==> config.mk <==
export PLATFORM = sky130hd
export DESIGN_NAME = arspec_ctrl
export DESIGN_NICKNAME = d
export VERILOG_FILES = /design/src/design/arspec_pkg.sv /design/src/design/arspec_ctrl.sv
export SDC_FILE = /design/constraint.sdc
export NUM_CORES = 1
export LEC_CHECK = 0
export ABC_CLOCK_PERIOD_IN_PS = 5470
export CORE_MARGIN = 4
export CORE_UTILIZATION = 40
export DETAILED_ROUTE_END_ITERATION = 7
export DONT_BUFFER_PORTS = 1
export SETUP_SLACK_MARGIN = 0.4
export SYNTH_ARGS = -nofsm -noshare
export SYNTH_HDL_FRONTEND = slang
export SYNTH_SLANG_ARGS = --single-unit
==> constraint.sdc <==
create_clock -name clk -period 5.47 [get_ports clk]
set_clock_uncertainty 0.15 [all_clocks]
set_input_delay 1.094 -clock clk [delete_from_list [all_inputs] [get_ports clk]]
set_output_delay 1.094 -clock clk [all_outputs]
set_load 0.01 [all_outputs]
==> src/design/arspec_pkg.sv <==
// Shared types, codes and constant tables of the AR/ARMA spectrum evaluator.
// No dependencies; every other design file but arspec_ram refers to this package by scope.
`timescale 1ns / 1ps

package arspec_pkg;

    // Model size and angle grid
    localparam int ORDER_DEF = 16;
    localparam int NBINS     = 2048;
    localparam int QUARTER   = NBINS / 4;
    localparam int IDX_W     = $clog2(NBINS);
    localparam int ROM_AW    = $clog2(QUARTER + 1);

    // Request function codes
    localparam logic [1:0] FUNC_COEF  = 2'd0;
    localparam logic [1:0] FUNC_NOISE = 2'd1;
    localparam logic [1:0] FUNC_EVAL  = 2'd2;

    // Multiplier operation codes, issued in this order
    localparam logic [3:0] OP_SS   = 4'd0;
    localparam logic [3:0] OP_CC   = 4'd1;
    localparam logic [3:0] OP_DD   = 4'd2;
    localparam logic [3:0] OP_AA   = 4'd3;
    localparam logic [3:0] OP_BB   = 4'd4;
    localparam logic [3:0] OP_LL   = 4'd5;
    localparam logic [3:0] OP_LH   = 4'd6;
    localparam logic [3:0] OP_HL   = 4'd7;
    localparam logic [3:0] OP_HH   = 4'd8;
    localparam logic [3:0] OP_LAST = OP_HH;

    localparam logic [31:0] SAT_POWER = 32'hFFFF_FFFF;
    localparam logic [63:0] HALF_PI_Q30 = 64'd1686629713;

    typedef struct packed {
        logic [1:0]         func;
        logic [3:0]         coef_index;
        logic [10:0]        bin;
        logic signed [31:0] value;
    } req_t;

    typedef struct packed {
        logic [31:0] power;
        logic        saturated;
    } res_t;

    typedef struct packed {
        logic       arma;
        logic       load_coef;
        logic       load_noise;
        logic       clear;
        logic       issue;
        logic       round;
        logic       mul_en;
        logic [3:0] mul_op;
        logic       setup;
        logic       check;
        logic       div_step;
        logic       emit;
    } cmd_t;

    typedef logic [15:0] rom_t [QUARTER + 1];

    // Quarter-wave cosine in Q1.15 from a Q30 Taylor series
    function automatic rom_t build_rom();
        rom_t               r;
        logic [63:0]        x;
        logic [63:0]        x2;
        logic [63:0]        term;
        logic [63:0]        v;
        logic signed [63:0] sum;
        for (int i = 0; i <= QUARTER; i++) begin
            x    = (HALF_PI_Q30 * 64'(i) + 64'(QUARTER / 2)) / 64'(QUARTER);
            x2   = (x * x + (64'd1 << 29)) >> 30;
            term = 64'd1 << 30;
            sum  = 64'sd1 <<< 30;
            for (int n = 1; n <= 12; n++) begin
                term = ((term * x2) >> 30) / 64'((2 * n - 1) * (2 * n));
                if ((n % 2) == 1)
                    sum = sum - $signed(term);
                else
                    sum = sum + $signed(term);
            end
            if (sum < 0)
                sum = 64'sd0;
            v = ($unsigned(sum) + (64'd1 << 14)) >> 15;
            if (v > 64'd32768)
                v = 64'd32768;
            r[i] = v[15:0];
        end
        return r;
    endfunction

    localparam rom_t COS_ROM = build_rom();

endpackage

==> src/design/arspec_ctrl.sv <==
// Controller of the spectrum evaluator: request decode, mode register and sequencing.
// Depends on arspec_pkg.
`timescale 1ns / 1ps

module arspec_ctrl #(
    parameter int ORDER = arspec_pkg::ORDER_DEF,
    localparam int JW = $clog2(ORDER)
) (
    input  logic              clk,
    input  logic              rst_n,
    input  logic              start,
    input  logic [1:0]        func,
    input  logic              cfg_valid,
    input  logic              cfg_data,
    input  logic              ovf,
    output logic              busy,
    output logic [JW-1:0]     j,
    output arspec_pkg::cmd_t  cmd
);

    localparam logic [3:0] S_IDLE   = 4'd0;
    localparam logic [3:0] S_MAC    = 4'd1;
    localparam logic [3:0] S_MDRAIN = 4'd2;
    localparam logic [3:0] S_ROUND  = 4'd3;
    localparam logic [3:0] S_SQ     = 4'd4;
    localparam logic [3:0] S_SQW    = 4'd5;
    localparam logic [3:0] S_SETUP  = 4'd6;
    localparam logic [3:0] S_CHECK  = 4'd7;
    localparam logic [3:0] S_DIV    = 4'd8;
    localparam logic [3:0] S_EMIT   = 4'd9;

    localparam logic [JW-1:0] LAST_AR   = JW'(ORDER - 1);
    localparam logic [JW-1:0] LAST_ARMA = JW'(ORDER / 2 - 1);

    logic [3:0]    state_reg, state_next;
    logic [JW-1:0] j_reg, j_next;
    logic [5:0]    cnt_reg, cnt_next;
    logic          mode_reg;
    logic          take;
    logic [JW-1:0] j_last;

    assign take   = start && (state_reg == S_IDLE);
    assign busy   = (state_reg != S_IDLE);
    assign j      = j_reg;
    assign j_last = mode_reg ? LAST_ARMA : LAST_AR;

    // Hold the mode register; the user writes it only while idle, which the block leaves unchecked
    always_ff @(posedge clk or negedge rst_n)
    begin
        if (!rst_n)
            mode_reg <= 1'b0;
        else if (cfg_valid)
            mode_reg <= cfg_data;
    end

    always_ff @(posedge clk or negedge rst_n)
    begin
        if (!rst_n) begin
            state_reg <= S_IDLE;
            j_reg     <= '0;
            cnt_reg   <= '0;
        end else begin
            state_reg <= state_next;
            j_reg     <= j_next;
            cnt_reg   <= cnt_next;
        end
    end

    // Advance the sequence and issue datapath commands
    always_comb
    begin
        state_next     = state_reg;
        j_next         = j_reg;
        cnt_next       = cnt_reg;
        cmd            = '0;
        cmd.arma       = mode_reg;
        cmd.load_coef  = take && (func == arspec_pkg::FUNC_COEF);
        cmd.load_noise = take && (func == arspec_pkg::FUNC_NOISE);
        cmd.mul_op     = cnt_reg[3:0];
        unique case (state_reg)
            S_IDLE: begin
                if (take && (func == arspec_pkg::FUNC_EVAL)) begin
                    cmd.clear  = 1'b1;
                    j_next     = '0;
                    state_next = S_MAC;
                end
            end
            S_MAC: begin
                cmd.issue = 1'b1;
                if (j_reg == j_last) begin
                    cnt_next   = '0;
                    state_next = S_MDRAIN;
                end else begin
                    j_next = j_reg + 1'b1;
                end
            end
            S_MDRAIN: begin
                cnt_next = cnt_reg + 1'b1;
                if (cnt_reg == 6'd1)
                    state_next = S_ROUND;
            end
            S_ROUND: begin
                cmd.round  = 1'b1;
                cnt_next   = '0;
                state_next = S_SQ;
            end
            S_SQ: begin
                cmd.mul_en = 1'b1;
                cnt_next   = cnt_reg + 1'b1;
                if (cnt_reg[3:0] == arspec_pkg::OP_LAST)
                    state_next = S_SQW;
            end
            S_SQW: begin
                state_next = S_SETUP;
            end
            S_SETUP: begin
                cmd.setup  = 1'b1;
                state_next = S_CHECK;
            end
            S_CHECK: begin
                cmd.check = 1'b1;
                cnt_next  = '0;
                if (ovf)
                    state_next = S_EMIT;
                else
                    state_next = S_DIV;
            end
            S_DIV: begin
                cmd.div_step = 1'b1;
                cnt_next     = cnt_reg + 1'b1;
                if (cnt_reg == 6'd31)
                    state_next = S_EMIT;
            end
            S_EMIT: begin
                cmd.emit   = 1'b1;
                state_next = S_IDLE;
            end
            default: begin
                state_next = S_IDLE;
            end
        endcase
    end

endmodule

# [After elaboration in Yosys (flattened, before gate mapping)]
# Index checks and enable logic that the tools add are counted.
[word_totals] reg_bits=15 in_bits=8 output_inout_bits=20 word_cells=63
[op_classes] addsub=2 n_eq_ne=21 mux=22 reduce_logical=14
[ops] operator="$pmux W4 S9" n=1
[ops] operator="$mux W4" n=8
[ops] operator="$pmux W6 S3" n=1
[ops] operator="$eq A4 B3 Y1 const B" n=4
[ops] operator="$eq A4 B4 Y1 const B" n=3
[ops] operator="$mux W1" n=10
[ops] operator="$ne A2 B2 Y1 const B" n=5
[ops] operator="$eq A4 B2 Y1 const B" n=2
[ops] operator="$pmux W4 S2" n=1
[ops] operator="$add A6 B1 Y6 const B" n=1
[ops] operator="$eq A6 B1 Y1 const B" n=1
[ops] operator="$eq A6 B5 Y1 const B" n=1
[ops] operator="$mux W6" n=1
[ops] operator="$reduce_and A5 Y1" n=1
[ops] operator="$add A4 B1 Y4 const B" n=1
[ops] operator="$eq A4 B1 Y1 const B" n=1
[ops] operator="$eq A4 B4 Y1" n=1
[ops] operator="$logic_and A1 B1 Y1" n=4
[ops] operator="$logic_not A4 Y1" n=1
[ops] operator="$reduce_bool A4 Y1" n=1
[ops] operator="$reduce_and A3 Y1" n=1
[ops] operator="$reduce_bool A3 Y1" n=1
[ops] operator="$reduce_or A3 Y1" n=1
[ops] operator="$eq A2 B1 Y1 const B" n=1
[ops] operator="6 further kinds" n=6

# [Depth between registers and ports, before layout]
# Gate-level depths: netlist (run 1).
[logic_depth] word_depth=5 depth_mapped=6 ltp_nobuf=6

# [Least setup slack after synthesis (run 1)]
# Ideal clock, no wire load.
[synth_path] kind="in2out" from="in func[0]" to="out cmd[13] in the netlist's numbering" arrival_ps=1578 t_required_ps=4226 setup_slack_ps=2648 path_stages=1 n_path_buf=0 cell_sequence="nor4b_1"
[synth_between] elab_chain_len=2
[synth_rtl] element="from (decl)" line="arspec_ctrl.sv:12" source="input logic [1:0] func,"
[synth_rtl] element="$logic_not A2 Y1" line="arspec_ctrl.sv:77" source="cmd.load_coef = take && (func == arspec_pkg::FUNC_COEF);"
[synth_rtl] element="$logic_and A1 B1 Y1" line="arspec_ctrl.sv:77"
[synth_rtl] element="to (decl)" line="arspec_ctrl.sv:18" source="output arspec_pkg::cmd_t cmd"
# No other way between the ends.

==> impl_results.md, run 1 <==
* Status: finished clean
* CP cell instances: nor4_1 -> inv_1 -> nor4b_1
* R2r endpoint: cnt_reg[3]
* Startpoint types: register
* R2R cell count at 5
* Share of layout cells above drive strength 1 at 10.2%
* Clk slew on worst S/H paths at 0.10 ns
* Hold buffer count at cts at 0
* Worst min path class: input port to asynchronous set/reset pin
* First-pass GRT wire length at 4.09 mm
* Syn-to-layout area delta at -0.226%
* Die Area at 3680 um^2
* Core box area at 2570 um^2
* Vias per inst at 6.25
* Post-CTS Resized at 0
* Max reg flops at 6
* Drt wl/cell at 16.5 um
* Vias in the first global route at 897
* Pwr dens at 505 nW/um^2
* Global route overflow at 0
* DRC errors left at 0
* Placer Congestion at 0.846
* I/O Buffers at 0
* Seq cells post-synth at 15
* Worst-case clock buffer depth at 2
* Crit path time final at 3.28 ns
* # diodes at 0
* Slew HR at 51.2%
* Final Cycle Share at 60.0%
* Clk_lat worst skew at 0.29 ns
* CP Data Arrival Time at 2.04 ns
* Crit Path Max Fanout at 18
* Antenna-violating nets left at 0
* 1st-pass router iterations at 4
* Max-cap violations at 0
* # IOs at 28
* R2R setup slack at 3.26 ns
* Slew Limit Fails at 0
* Post-Synthesis Cell Area at 1110 um^2
* Fmax at 0.305 GHz
* Initial antenna violation count at 0
* Fillers at 257
* Setup Fix Bufs, Post-CTS at 0
* Slowest CP cell: dfrtp_1
* Yosys warnings at 0
* Worst EP required at 4.23 ns
* Unrepaired setup endpoints after global routing: no
* Syn avg cell area at 8.80 um^2
* Num Clock Sinks at 15
* Slew @ Worst Pin at 0.731 ns
* CTS tree: yes
* Largest net degree at the start of global routing at 19
* Max incr delay on CP at 0.59 ns
* Reg area at 375 um^2
* Unique masters post-synth at 42
* Synth Instances at 126
* DRT iter0 DRCs at 25
* Final non-filler cell total at 148
* Final setup viols at 0
* Number of nets in the layout at 131
* Die Y at 60.6 um
* All-Layer GR Usage at 14.7%
* Worst Setup Path Type: register to primary output
* CP endpoint kind: primary output
* Total Wirelength at 2.45 mm
* Synthesized net count at 138
* Total CTS buffers at 3
* Area of the multi-input gates at 633 um^2
* Initial Util at 43.2%
* DR vias at 925
* Detailed Place HPWL at 1.85 mm
* Peak supply drop at 0.276 mV
* Hold Fails Final Rpt at 0
* Placed cell count at 144
* Seq/Total Area, Yosys at 33.9%
* Root Driver: clkbuf_4
* Chip width at 60.6 um
* Worst R2R Start: j[0]
* # rows at 18
* Pleak at 0.424 nW
* CTS H-tree depth at 1
* Setup TNS at 0 ns
## report_power, final
group,switching [mW],internal [mW]
logic,0.141,0.111
clock network,0.0406,0.0278
registers,0.0917,0.146
## cells by family after synthesis
logic type	count (synthesis)	synth area share, %
and+or+nand+nor	52	28.3
xor gates and xnor gates	2	1.58
adders and majority gates	4	4.51
DFF	15	33.9
muxes	5	4.74
buffers and inverters	20	9.03
AOI/OAI and AO/OA	28	17.9
## layer usage
metal,global-route usage (%),share of wire [%],vias to the layer above
li1,-,-,441
met1,19.4,43,440
met2,22.1,45,42
met3,5.96,11,2
met4,4.33,0.61,0
met5,0,0,-
## per-stage QoR
stage               hold slack (ns)  util [%]  setup WS, ns  power (mW)  cell area (um^2)
global route                  0.301      43.1          1.96       0.612              1110
global placement              0.371      41.9          2.54       0.486              1080
floorplan                     0.336         -          2.65       0.455              1110
CTS                           0.319      43.1          2.16       0.560              1110
finish                        0.330      43.1          2.19       0.559              1110
detailed placement            0.382      41.9          2.51       0.490              1080
## synthesized netlist by cell type, drive strengths merged
library cell | n | area [um^2]
nand2 | 10 | 37.5
nor2 | 6 | 22.5
or4 | 1 | 7.51
nand2b | 4 | 25.0
a311oi | 1 | 15.0
and3b | 1 | 8.76
xnor2 | 2 | 17.5
and4b | 1 | 10.0
o21ai | 6 | 30.0
o21a | 1 | 7.51
mux2 | 2 | 22.5
nand3b | 1 | 7.51
nor4 | 1 | 6.26
o32ai | 1 | 8.76
inv | 8 | 30.0
nor4b | 6 | 65.1
mux2i | 3 | 30.0
a32oi | 2 | 17.5
ha | 4 | 50.1
a31oi | 3 | 18.8
a21oi | 6 | 30.0
clkbuf | 2 | 7.51
nand3 | 7 | 35.0
dfrtp | 15 | 375
or3 | 3 | 18.8
buf | 10 | 62.6
nor3b | 2 | 15.0
a32o | 1 | 10.0
and2 | 1 | 6.26
a22o | 2 | 17.5
nor3 | 1 | 5.00
and3 | 2 | 12.5
or2 | 4 | 25.0
o2111a | 1 | 11.3
o41ai | 1 | 8.76
o211ai | 2 | 15.0
nor2b | 1 | 6.26
o221ai | 1 | 8.76
## cell type report
class                           count  area share [%]
Tap cell                           30            3.39
Sequential cell                    15            33.9
Clock inverter                      1           0.679
Multi-Input combinational cell     91            57.2
Inverter                            8            2.71
Clock buffer                        3            2.04
## worst max-delay path, delay by kind of cell, from the launching register on
kind	cells	cell delay (ns)
AND/OR/NAND/NOR	2	0.98
flip-flops	1	0.59
buffers and inverters	1	0.18
## worst max path at each step
stage	startpoint	end	slack, ns
after floorplan	func[0]	cmd[13]	2.65
after global placement	state_reg[0]	cmd[13]	2.54
after detailed placement	state_reg[0]	cmd[13]	2.51
after CTS	state_reg[0]	cmd[13]	2.16
after global routing	state_reg[0]	cmd[13]	1.96
final	state_reg[0]	cmd[13]	2.19
## cell usage in the layout (no fill, tap or decap), types with 4 or more instances in the layout
cell,n
nand3_1,7
nand2_1,10
a21oi_1,6
inv_1,8
nand2b_1,4
nor2_1,6
dfrtp_1,15
nor4b_1,4
o21ai_0,4
ha_1,4
Power figures use the tool's default switching activity.
==> run 2: changes to the inputs <==
ABC_CLOCK_PERIOD_IN_PS = 2700   (was 5470)
clock period = 2.7 ns   (was 5.47 ns; I/O delays follow)
==> run 2 against run 1 <==
  * Wire length is 3.9% higher
  * First-iteration DRC count grew 56%
  * Cell count rose by 4.7%
  * Critical endpoint unchanged
  * Core utilization rose by 3.5 points
  * Global-route usage is 0.55 points higher
  * Worst setup slack got worse by 1.7 ns
  * Critical path type unchanged
==> impl_results.md, run 2 (same netlist as run 1, synthesis figures left out) <==
* Setup TNS at 0 ns (unchanged)
* # diodes at 0 (unchanged)
* Final Cycle Share at 83.4%
* Antenna-violating nets left at 0 (unchanged)
* Unrepaired setup endpoints after global routing: yes
* Core box area at 2570 um^2 (unchanged)
* Number of nets in the layout at 138 (+5.3%)
* Max-cap violations at 0 (unchanged)
* Share of layout cells above drive strength 1 at 19.2% (+9.0 points)
* DRT iter0 DRCs at 39 (+56%)
* R2R setup slack at 0.54 ns (-2.72 ns)
* Worst EP required at 2.01 ns (-2.22 ns)
* Crit path time final at 2.25 ns
* Final Cell Area at 1200 um^2 (+8.1%)
* Int Pwr at 623 uW (+120%)
* Final setup viols at 0 (unchanged)
* CP endpoint kind: primary output
* Hold path cells at 1
* Root Driver: clkbuf_4
* Reg area at 379 um^2 (+1.0%)
* Max incr delay on CP at 0.42 ns (-0.17 ns)
* Vias per inst at 6.06 (-3.1%)
* R2R cell count at 5 (unchanged)
* Area of the multi-input gates at 668 um^2 (+5.5%)
* Num Clock Sinks at 15 (unchanged)
* Syn-to-layout area delta at 7.90%
* # IOs at 28 (unchanged)
* Slew Limit Fails at 0 (unchanged)
* Die Y at 60.6 um (unchanged)
* # rows at 18 (unchanged)
* Initial antenna violation count at 0 (unchanged)
* Logic gate share of total power at 51.9% (+6.7 points)
* Peak supply drop at 0.496 mV (+80%)
* Sw Ratio at 48.2% (-0.73 points)
* 1st-pass router iterations at 4 (unchanged)
* Status: finished clean
* Hold Fails Final Rpt at 0 (unchanged)
* I/O Buffers at 0 (unchanged)
* Worst Hold End: mode_reg
* CP Data Arrival Time at 1.56 ns (-0.48 ns)
* Fin Hold WS at 0.248 ns (-0.0819 ns)
* Chip width at 60.6 um (unchanged)
* Placer Congestion at 0.901 (+6.5%)
* DRC errors left at 0 (unchanged)
* Die Area at 3680 um^2 (unchanged)
* DR vias at 939 (+1.5%)
* Vias in the first global route at 937 (+4.5%)
* Crit Path Max Fanout at 3 (-15)
* Startpoint types: register
* Worst-case clock buffer depth at 2 (unchanged)
* Top delay family on crit path: simple AND/OR/NAND/NOR gates
* Worst R2R Start: j[1]
* Max reg flops at 6 (unchanged)
* Largest net degree at the start of global routing at 18 (-1)
* Clk slew on worst S/H paths at 0.10 ns (about the same)
* Slowest CP cell: dfrtp_1
* CP bufs+invs at 2 (+1)
* Reg power frac at 36.8% (-5.7 points)
* Core Util, Final at 46.6% (+3.5 points)
* Fillers at 249 (-3.1%)
* Worst min path class: input port to register
* DP Area at 1110 um^2 (+3.5%)
* All-Layer GR Usage at 15.2% (+0.55 points)
* Min-delay src: cfg_data
* Pwr dens at 1010 nW/um^2 (+99%)
* R2r endpoint: cnt_reg[3]
* Most frequent cells in the layout: 12 x dfrtp_1, 10 x nand2_1, 7 x inv_1, 7 x nand3_1
* Slew @ Worst Pin at 0.701 ns (-0.0300 ns)
* Clk pwr share at 11.3% (-1.0 points)
* Detailed Place HPWL at 1.87 mm (+1.1%)
* Worst Setup Path Type: register to primary output
* Clk_lat worst skew at 0.29 ns (about the same)
* NetSw at 581 uW (+110%)
* Pleak at 0.469 nW (+11%)
* Total Wirelength at 2.55 mm (+3.9%)
* Global route overflow at 0 (unchanged)
* First-pass GRT wire length at 4.30 mm (+5.1%)
* Fmax at 0.444 GHz
* Initial Util at 43.2% (unchanged)
* CTS tree: yes
* Slew HR at 53.1% (+2.0 points)
* CP cell instances: nor4_4 -> inv_2 -> nor4b_4 -> buf_4
* CTS H-tree depth at 1 (unchanged)
* Commonest non-fill, non-tap cell in the layout: dfrtp_1
* Total CTS buffers at 3 (unchanged)
* Drt wl/cell at 16.4 um (-0.77%)
==> run 2: repair_timing <==
item	in CTS	in global routing
gates resized for setup	7	2
pin swaps	1	1
hold buffers	1	0
buffers inserted	1	0
setup endpoints to repair	2	2
endpoints found under the hold margin	15	0
==> run 2: final cells by class <==
cell class              instances  share of cell area [%]
inverters                       8                    2.51
multi-input cells              91                    55.9
well taps                      30                    3.14
clock buffers                   4                    2.20
flip-flops and latches         15                    31.7
repair buffers                  7                    4.60
==> run 2: worst reg2reg max path, delay by kind of cell (launching register included) <==
family / cells / cell delay (ns)
compound gates: 2 / 0.50
flops: 1 / 0.45
fa+ha+maj: 1 / 0.22
simple gates: 2 / 0.75
==> run 2: metrics by stage <==
step / power [mW] / cells / worst slack [ns]
floorplan: 0.921 / 126 / 0.461
global placement: 1.02 / 149 / 0.479
detailed placement: 1.02 / 149 / 0.414
CTS: 1.21 / 155 / 0.402
global route: 1.31 / 155 / 0.376
finish: 1.20 / 155 / 0.447
==> run 2: power by group through the flow <==
stage | clock network (mW) | logic (mW) | registers, mW
after global routing | 0.147 | 0.703 | 0.464
after CTS | 0.139 | 0.622 | 0.444
after global placement | 0 | 0.585 | 0.434
after detailed placement | 0 | 0.586 | 0.438
after floorplan | 0 | 0.548 | 0.374
final | 0.136 | 0.624 | 0.444
==> run 2: metal layers <==
metal	part of all wire, %	track usage (%)	wire [um]
met2	44	23.5	1110
met3	9.4	5.74	240
met4	0.59	2.79	15
met1	46	20.7	1180
met5	0	0	0
==> run 2: worst max-delay path by stage <==
stage / start / endpoint / slack [ns] / cells after the start
final: state_reg[1] / cmd[13] / 0.45 / 4
after floorplan: state_reg[1] / cmd[13] / 0.46 / 4
after detailed placement: state_reg[2] / cmd[13] / 0.41 / 4
after global placement: state_reg[2] / cmd[13] / 0.48 / 4
after global routing: state_reg[1] / cmd[13] / 0.38 / 4
after CTS: state_reg[3] / cmd[13] / 0.40 / 4
==> run 3: changes to the inputs <==
ABC_CLOCK_PERIOD_IN_PS = 2100   (was 2700)
clock period = 2.1 ns   (was 2.7 ns; I/O delays follow)
==> run 3 against run 2 <==
  * Via count rose by 29%
  * Cell count is 29% higher
  * Critical path depth stayed put
  * Sequential share of layout area fell by 11 points
  * Wire length grew 51%
  * Cell area up 53%
  * Hold slack worse by 0.11 ns
  * Global-route usage up 5.4 points
==> impl_results.md, run 3 (same netlist as run 1, synthesis figures left out) <==
* Status: finished clean
* Slew HR at 50.3% (-2.8 points)
* Fillers at 172 (-31%)
* Crit Path Max Fanout at 5 (+2)
* Worst Hold End: mode_reg
* Slowest CP cell: dfrtp_2
* Final setup viols at 0 (unchanged)
* Max reg flops at 6 (unchanged)
* Area of the multi-input gates at 870 um^2 (+30%)
* Pwr dens at 1430 nW/um^2 (+42%)
* Fmax at 0.478 GHz
* Max-cap violations at 0 (unchanged)
* CP bufs+invs at 3 (+1)
* Crit path time final at 2.09 ns
* Worst min path class: input port to register
* # diodes at 0 (unchanged)
* Vias in the first global route at 1,168 (+25%)
* Max incr delay on CP at 0.46 ns (+0.04 ns)
* Chip width at 60.6 um (unchanged)
* I/O Buffers at 0 (unchanged)
* Min-delay src: cfg_data
* R2r endpoint: cnt_reg[3]
* Slew Limit Fails at 0 (unchanged)
* Die Area at 3680 um^2 (unchanged)
* DR vias at 1,212 (+29%)
* Worst R2R Start: state_reg[3]
* Final Cycle Share at 99.6%
* Placer Congestion at 0.806 (-11%)
* Core box area at 2570 um^2 (unchanged)
* Worst EP required at 1.53 ns (-0.48 ns)
* Antenna-violating nets left at 0 (unchanged)
* Most frequent cells in the layout: 35 x buf_4, 13 x buf_6, 9 x dfrtp_1, 8 x nand2_1, 7 x nand3_1
* Startpoint types: register
* Global route overflow at 0 (unchanged)
* Root Driver: clkbuf_4
* # IOs at 28 (unchanged)
* Initial antenna violation count at 0 (unchanged)
* Share of layout cells above drive strength 1 at 58.8% (+40 points)
* CP endpoint kind: primary output
* CTS H-tree depth at 1 (unchanged)
* Initial Util at 43.2% (unchanged)
* Slew @ Worst Pin at 0.743 ns (+0.0423 ns)
* Unrepaired setup endpoints after global routing: yes
* # rows at 18 (unchanged)
* Die Y at 60.6 um (unchanged)
* Cell mode on critical path: buf_6
* CP cell instances: buf_6 -> buf_6 -> nor4b_4 -> buf_4
* R2R setup slack at 0.02 ns (-0.52 ns)
* DRT iter0 DRCs at 70 (+79%)
* Number of nets in the layout at 183 (+33%)
* Pre-CTS WS at 0.159 ns (-0.255 ns)
* Hold Fails Final Rpt at 0 (unchanged)
* Top delay family on crit path: flip-flops
* Peak supply drop at 1.01 mV (+100%)
* Setup ws final at 0.00749 ns (-0.440 ns)
* Reg area at 383 um^2 (+0.99%)
* CP Data Arrival Time at 1.52 ns (-0.04 ns)
* Clk_lat worst skew at 0.30 ns (about the same)
* First-pass GRT wire length at 5.61 mm (+31%)
* CP Depth at 4 (unchanged)
* Total Wirelength at 3.85 mm (+51%)
* Largest net degree at the start of global routing at 16 (-2)
* Syn-to-layout area delta at 64.9%
* Placed cell count at 158 (+6.0%)
* Commonest non-fill, non-tap cell in the layout: buf_4
* Num Clock Sinks at 15 (unchanged)
* Worst Setup Path Type: register to primary output
* Detailed Place HPWL at 2.07 mm (+11%)
* R2R cell count at 5 (unchanged)
* Fin Hold WS at 0.136 ns (-0.112 ns)
* Clk slew on worst S/H paths at 0.11 ns (about the same)
* DRC errors left at 0 (unchanged)
* Pleak at 0.760 nW (+62%)
* Hold path cells at 1 (unchanged)
* Drt wl/cell at 19.2 um (+17%)
* 1st-pass router iterations at 4 (unchanged)
* Final non-filler cell total at 200 (+29%)
* CTS tree: yes
* Total CTS buffers at 3 (unchanged)
* Worst-case clock buffer depth at 2 (unchanged)
* Vias per inst at 6.06 (about the same)
* All-Layer GR Usage at 20.6% (+5.4 points)
==> run 3: final cells by class <==
| class | count | share of cell area (%) |
|---|---|---|
| timing repair buffer | 52 | 26.2 |
| multi-input combinational | 91 | 47.6 |
| clock buffer | 4 | 1.44 |
| inverter | 8 | 1.78 |
| tap | 30 | 2.05 |
| sequential | 15 | 20.9 |
==> run 3: power breakdown <==
part	internal, mW	total [mW]	switching, mW
Combinational	1.03	1.92	0.888
Clock	0.0739	0.181	0.107
Sequential	0.390	0.511	0.122
==> run 3: worst max-delay path by stage <==
stage                     slack (ns)         start         end
after floorplan                 0.18          j[0]  cnt_reg[3]
after global placement          0.19          j[3]  cnt_reg[3]
after detailed placement        0.16          j[3]  cnt_reg[3]
after CTS                       0.05  state_reg[2]     cmd[13]
after global routing           -0.05  state_reg[2]     cmd[13]
final                          0.007  state_reg[2]      cmd[1]
==> run 3: routing by layer <==
metal | vias up | track usage [%] | part of all wire [%]
met4 | 0 | 5.57 | 3.1
met5 | - | 0 | 0
met1 | 579 | 25.3 | 38
met3 | 18 | 4.89 | 7.0
li1 | 550 | - | -
met2 | 65 | 36.0 | 52
==> run 3: worst reg2reg max path, stage by stage, from the launching register on <==
cell	delay [ns]
dfrtp_2	0.46
buf_4	0.15
nand2b_1	0.14
or4_4	0.61
a32o_1	0.27
a22o_1	0.21
==> run 3: through the flow <==
stage	utilization [%]	setup TNS (ns)	area [um^2]	power, mW
global route	71.2	-0.152	1830	2.76
global placement	47.4	0	1220	1.48
CTS	63.0	0	1620	2.25
detailed placement	47.4	0	1220	1.50
finish	71.2	0	1830	2.61
floorplan	-	0	1150	1.22
==> run 3: timing repair <==
| action | in CTS | in global routing |
|---|---|---|
| endpoints found under the setup margin | 23 | 23 |
| gates resized for setup | 43 | 25 |
| buffers inserted | 25 | 11 |
| hold buffers | 1 | 0 |
| pin swaps | 16 | 8 |
| hold endpoints to repair | 15 | 0 |
| cloned | 0 | 1 |
